===== config.mk =====
export PLATFORM = sky130hd
export DESIGN_NAME = tcw_ctrl
export DESIGN_NICKNAME = d
export VERILOG_FILES = /design/src/sv/tcw_pkg.sv /design/src/sv/tcw_ctrl.sv
export SDC_FILE = /design/constraint.sdc
export NUM_CORES = 1
export LEC_CHECK = 0
export BUFFER_PORTS_ARGS = -buffer_cell sky130_fd_sc_hd__buf_2
export CORE_AREA = 8 8 45 47
export DETAILED_ROUTE_END_ITERATION = 10
export DIE_AREA = 0 0 53 55
export PLACE_DENSITY = 0.44
export SYNTH_ARGS = -nofsm -noshare
export SYNTH_HDL_FRONTEND = slang
export SYNTH_SLANG_ARGS = --single-unit

===== constraint.sdc =====
create_clock -name clk_i -period 1.1 [get_ports clk_i]
set_clock_uncertainty 0.15 [all_clocks]
set_input_delay 0 -clock clk_i [delete_from_list [all_inputs] [get_ports clk_i]]
set_output_delay 0 -clock clk_i [all_outputs]
set_load 0.01 [all_outputs]

===== src/sv/tcw_pkg.sv =====
// Shared constants, types and codes of the text console writer.
package tcw_pkg;

  // Screen geometry
  localparam int COLUMNS        = 80;
  localparam int ROWS           = 25;
  localparam int CELL_COUNT     = ROWS * COLUMNS;
  localparam int LAST_ROW_START = (ROWS - 1) * COLUMNS;

  // Internal widths
  localparam int COL_W  = $clog2(COLUMNS);
  localparam int ROW_W  = $clog2(ROWS);
  localparam int ADDR_W = $clog2(CELL_COUNT);

  // Field widths
  localparam int CHAR_W  = 8;
  localparam int COLOR_W = 8;
  localparam int IDX_W   = 11;
  localparam int POS_W   = 11;
  localparam int WORD_W  = COLOR_W + CHAR_W;

  // Stream data widths, whole bytes
  localparam int S_TDATA_W = 24;
  localparam int M_TDATA_W = 32;

  localparam logic [CHAR_W-1:0]  NEWLINE_CHAR = 8'h0A;
  localparam logic [CHAR_W-1:0]  BLANK_CHAR   = 8'h20;
  localparam logic [COLOR_W-1:0] COLOR_RESET  = 8'h0F;

  typedef enum logic {
    FUNC_PUT  = 1'b0,
    FUNC_READ = 1'b1
  } func_e;

  typedef enum logic [2:0] {
    ST_CLEAR,
    ST_IDLE,
    ST_COPY,
    ST_DRAIN,
    ST_FILL,
    ST_DONE
  } ctl_state_e;

  typedef enum logic [2:0] {
    MEM_NONE,
    MEM_CLEAR,
    MEM_COPY,
    MEM_DRAIN,
    MEM_FILL
  } mem_op_e;

  typedef struct packed {
    logic    take;
    logic    cnt_copy;
    logic    cnt_fill;
    logic    cnt_inc;
    mem_op_e mem_op;
    logic    load_out;
  } ctl_cmd_t;

  typedef struct packed {
    logic take_scroll;
    logic cnt_last;
  } dp_status_t;

endpackage


===== src/sv/tcw_ctrl.sv =====
// Sequencer of the text console writer: clear pass, item handling, scroll.
module tcw_ctrl
  import tcw_pkg::*;
(
  input  logic       clk_i,
  input  logic       rst_ni,
  input  logic       s_axis_tvalid,
  output logic       s_axis_tready,
  output logic       m_axis_tvalid,
  input  logic       m_axis_tready,
  input  dp_status_t status_i,
  output ctl_cmd_t   cmd_o
);

  ctl_state_e state_q, state_d;
  logic       m_valid_q, m_valid_d;
  logic       accept;
  logic       out_free;

  assign accept   = s_axis_tvalid && (state_q == ST_IDLE);
  assign out_free = !m_valid_q || m_axis_tready;

  // next state
  always_comb begin
    state_d = state_q;
    unique case (state_q)
      ST_CLEAR: if (status_i.cnt_last) state_d = ST_IDLE;
      ST_IDLE: begin
        if (accept) begin
          state_d = status_i.take_scroll ? ST_COPY : ST_DONE;
        end
      end
      ST_COPY:  if (status_i.cnt_last) state_d = ST_DRAIN;
      ST_DRAIN: state_d = ST_FILL;
      ST_FILL:  if (status_i.cnt_last) state_d = ST_DONE;
      ST_DONE:  if (out_free) state_d = ST_IDLE;
      default:  state_d = ST_IDLE;
    endcase
  end

  // outputs
  always_comb begin
    cmd_o          = '0;
    cmd_o.mem_op   = MEM_NONE;
    s_axis_tready  = 1'b0;
    unique case (state_q)
      ST_CLEAR: begin
        cmd_o.mem_op  = MEM_CLEAR;
        cmd_o.cnt_inc = 1'b1;
      end
      ST_IDLE: begin
        s_axis_tready  = 1'b1;
        cmd_o.take     = accept;
        cmd_o.cnt_copy = accept && status_i.take_scroll;
      end
      ST_COPY: begin
        cmd_o.mem_op  = MEM_COPY;
        cmd_o.cnt_inc = 1'b1;
      end
      ST_DRAIN: begin
        cmd_o.mem_op   = MEM_DRAIN;
        cmd_o.cnt_fill = 1'b1;
      end
      ST_FILL: begin
        cmd_o.mem_op  = MEM_FILL;
        cmd_o.cnt_inc = 1'b1;
      end
      ST_DONE: cmd_o.load_out = out_free;
      default: cmd_o.mem_op = MEM_NONE;
    endcase
  end

  always_comb begin
    m_valid_d = m_valid_q;
    if (cmd_o.load_out) begin
      m_valid_d = 1'b1;
    end else if (m_axis_tready) begin
      m_valid_d = 1'b0;
    end
  end

  assign m_axis_tvalid = m_valid_q;

  always_ff @(posedge clk_i or negedge rst_ni) begin
    if (!rst_ni) begin
      state_q   <= ST_CLEAR;
      m_valid_q <= 1'b0;
    end else begin
      state_q   <= state_d;
      m_valid_q <= m_valid_d;
    end
  end

endmodule


==> metrics.sh <==
AREA.GROWTH.SYNTH_TO_FINAL_PCT=110
AGGREGATE_ROUTED_WIRE_LENGTH_MICRONS=889
CTS.HOLD.BUFFERS_ADDED=5
FP.DIEH_MICRONS=55
DRIVE_ABOVE_1_SHARE=0.635
INITIAL_UTILIZATION=0.197
FINAL.MIN_CLOCK_PERIOD_NS=1.32
GRT_FIRST_PASS_WIRELENGTH_MM=1.39
MEAN_SYN_CELL_AREA_SQ_UM=8.02
PORT_BUFFERS=15
NUMCTSBUFFERS=3
ANTENNA_CELLS=0
MAXCLOCKFREQUENCY_MHz=757
NUM_VIAS=343
CORE_AREA_SQ_MM=0.00138
ROUTED_VIA_DENSITY=4.34
STATUS='complete, but fails checks'
SYNTHESIS.INSTANCES=34
WORSTSETUPSTARTPOINTTYPE='flip-flop'
FINAL.HOLD.WORST_SLACK_NS=-0.0743
SYN_NETS=40
WORST_SKEW_PAIR.LATE_LATENCY_NS=0.24
GLOBALPLACE.CONGESTION=0.719
DETAILEDROUTE.FIRSTPASSITERATIONCOUNT=2
MAXCAPVIOLCOUNT=0
CLOCK_TREE_FROM_TRITONCTS='built'
CP_SLOWEST_CELL='sky130_fd_sc_hd__dfrtp_2'
POST_SYNTH_INSTANCE_AREA_SQ_UM=273
YOSYSWARNINGCOUNT=0
LEAKAGE_POWER_FIGURE_nW=0.289
CRIT_TYPE='reg2out'
ARRIVAL_TIME_OF_DATA_AT_THE_CRITICAL_PATH_ENDPOINT_NS=1.17
REMAINING_DRC_ERRORS=0
H_TREE_LEVEL_COUNT=1
FINALSETUPVIOLCOUNT=12
FINAL.PERIOD_UTILIZATION=1.20
DPL.HPWL_MICRONS=620
YS_FF_LATCH=4
CRITICAL_PATH.CELL_CHAIN='nand2b_4, nor2_4, and2_4, buf_6'
ANTENNA_VIOLATIONS_BEFORE_REPAIR=0
NETS=71
IO-PIN-COUNT=16
MOST-COMMON-LAYOUT-CELLS='sky130_fd_sc_hd__buf_2, sky130_fd_sc_hd__buf_4, sky130_fd_sc_hd__dlygate4sd3_1'
POST_SYNTH_NUM_CELL_TYPES=19
DIE_WIDTH_MICRONS=53
CLOCK-SINKS=4
DR.FIRST_ITER.DRC_COUNT=3
P_PER_AREA_mW_PER_MM2=2680
LAYOUT_COMMONEST_CELL='sky130_fd_sc_hd__buf_2'
HOLDCRITPATHCLASS='in2reg'
POST-ROUTE-WORST-SETUP-SLACK_NS=-0.220
ROWS=14
GRT_START_MAX_NET_PINS=12
POST_DRT_WL_PER_CELL_MICRONS=11.3
FILL_CELLS=138
REPORT.FINAL.HOLD_VIOL_COUNT=1
GRT_PASS1_VIAS=342
FP.DIEAREA_SQ_MM=0.00292
SYNTH-SEQ-AREA-SHARE=0.367
WORSTPATHREQUIRED_NS=0.95
MAX_STAGE_DELAY_NS=0.45
WORSTSETUPENDPOINTTYPE='output port'
GLOBAL_ROUTE.OVERFLOW_TOTAL=0
CRITPATHMAXFANOUT=6
RESIDUAL_ANTENNA_VIOLATING_NET_COUNT_AFTER_DETAILED_ROUTING=0
VIOLATIONS='negative hold slack, negative setup slack'
RSZ0062_AT_GRT='yes'
MAXSLEWVIOLCOUNT=0
SLEW_HEADROOM=0.858
PRE_CTS_WS_NS=-0.0715
CTS.REPORTEDPATHS.CLKPINSLEW_NS=0.04
CLOCK_TREE.ROOT_CELL='sky130_fd_sc_hd__clkbuf_4'
LARGEST_VOLTAGE_DROP_ON_THE_VDD_NET_mV=0.945
TOTAL_POWER_W=0.00153
WORSTMARGINPINSLEW_NS=0.213
CTS-ROOT-TO-SINK-BUFFERS=2
GLOBAL_ROUTE.USAGE.TOTAL=0.0652
-- synth_stat cells --
cell | count | share of area
sky130_fd_sc_hd__a21oi_1 | 4 | 0.073
sky130_fd_sc_hd__dfrtp_1 | 4 | 0.37
sky130_fd_sc_hd__nand2_1 | 4 | 0.055
sky130_fd_sc_hd__nand2b_1 | 3 | 0.069
sky130_fd_sc_hd__and2_1 | 2 | 0.046
sky130_fd_sc_hd__buf_4 | 2 | 0.055
sky130_fd_sc_hd__nor2b_1 | 2 | 0.046
sky130_fd_sc_hd__nor3_1 | 2 | 0.037
sky130_fd_sc_hd__a31oi_1 | 1 | 0.023
sky130_fd_sc_hd__and2b_1 | 1 | 0.028
sky130_fd_sc_hd__and3_1 | 1 | 0.023
sky130_fd_sc_hd__buf_2 | 1 | 0.018
sky130_fd_sc_hd__inv_1 | 1 | 0.014
sky130_fd_sc_hd__nor2_1 | 1 | 0.014
sky130_fd_sc_hd__nor2_2 | 1 | 0.023
sky130_fd_sc_hd__nor2b_2 | 1 | 0.032
sky130_fd_sc_hd__nor3b_1 | 1 | 0.028
sky130_fd_sc_hd__o21ai_0 | 1 | 0.018
sky130_fd_sc_hd__o2bb2ai_1 | 1 | 0.032
-- cells by family after synthesis --
logic type,count (synthesis),synth area share
and+or+nand+nor,19,0.399
buffers and inverters,4,0.0871
AOI/OAI and AO/OA,7,0.147
DFF,4,0.367
-- sequential cells by signal, summed over array words and instances, names as in the netlist --
| register | flops |
|---|---|
| state_q | 3 |
| m_axis_tvalid | 1 |
-- power breakdown --
group	switching, W	internal [W]
Clock	0.0000614	0.000122
Combinational	0.000442	0.000610
Sequential	0.0000852	0.000213
-- stage by stage --
step / utilization / instance area (sq um) / hold WS (ns) / instances / TNS (ns)
after floorplan: - / 278 / -0.446 / 34 / -0.00263
after global placement: 0.291 / 403 / -0.341 / 67 / -0.224
after detailed placement: 0.291 / 403 / -0.341 / 67 / -0.135
after CTS: 0.384 / 532 / -0.0817 / 78 / -1.66
after global routing: 0.414 / 573 / -0.0518 / 79 / -2.60
final: 0.414 / 573 / -0.0743 / 79 / -1.91
-- layer usage --
layer,wire (microns),GRT usage,vias up
met5,0,0,-
met4,0,0.0259,0
met3,84,0.0455,0
met2,439,0.102,11
met1,365,0.0674,160
li1,-,-,172
-- repair_timing --
| action | in CTS | in global routing |
|---|---|---|
| setup endpoints to repair | 11 | 12 |
| setup buffers | 3 | 1 |
| resized for setup | 10 | 7 |
| pin swaps | 3 | 4 |
| endpoints found under the hold margin | 8 | 1 |
| gates cloned | 0 | 0 |
-- critical path: cells and delay by family (launching register included) --
kind / cells / cell delay (ns)
AND/OR/NAND/NOR: 3 / 0.40
buffers and inverters: 1 / 0.09
flip-flops: 1 / 0.45
-- final cells by class --
cell class	count	area (sq um)	share of cell area
flip-flops and latches	4	103	0.179
repair buffers	29	225	0.393
clock buffers	3	22.5	0.0393
multi-input cells	26	199	0.347
inverters	1	3.75	0.00655
well taps	16	20.0	0.0349
-- worst paths after layout --
check | slack [ns] | cells after the start | to | from
max | -0.22 | 4 | cmd_o[7] | state_q[1]
min | -0.07 | 3 | m_axis_tvalid | m_axis_tready
max reg2reg | -0.22 | 5 | state_q[1] | state_q[0]
min reg2reg | 0.38 | 2 | m_axis_tvalid | m_axis_tvalid
min in group asynchronous | 0.50 | 3 | m_axis_tvalid | rst_ni
max in group asynchronous | 0.11 | 3 | state_q[0] | rst_ni
Note: power is estimated with default switching activity, not from simulation.
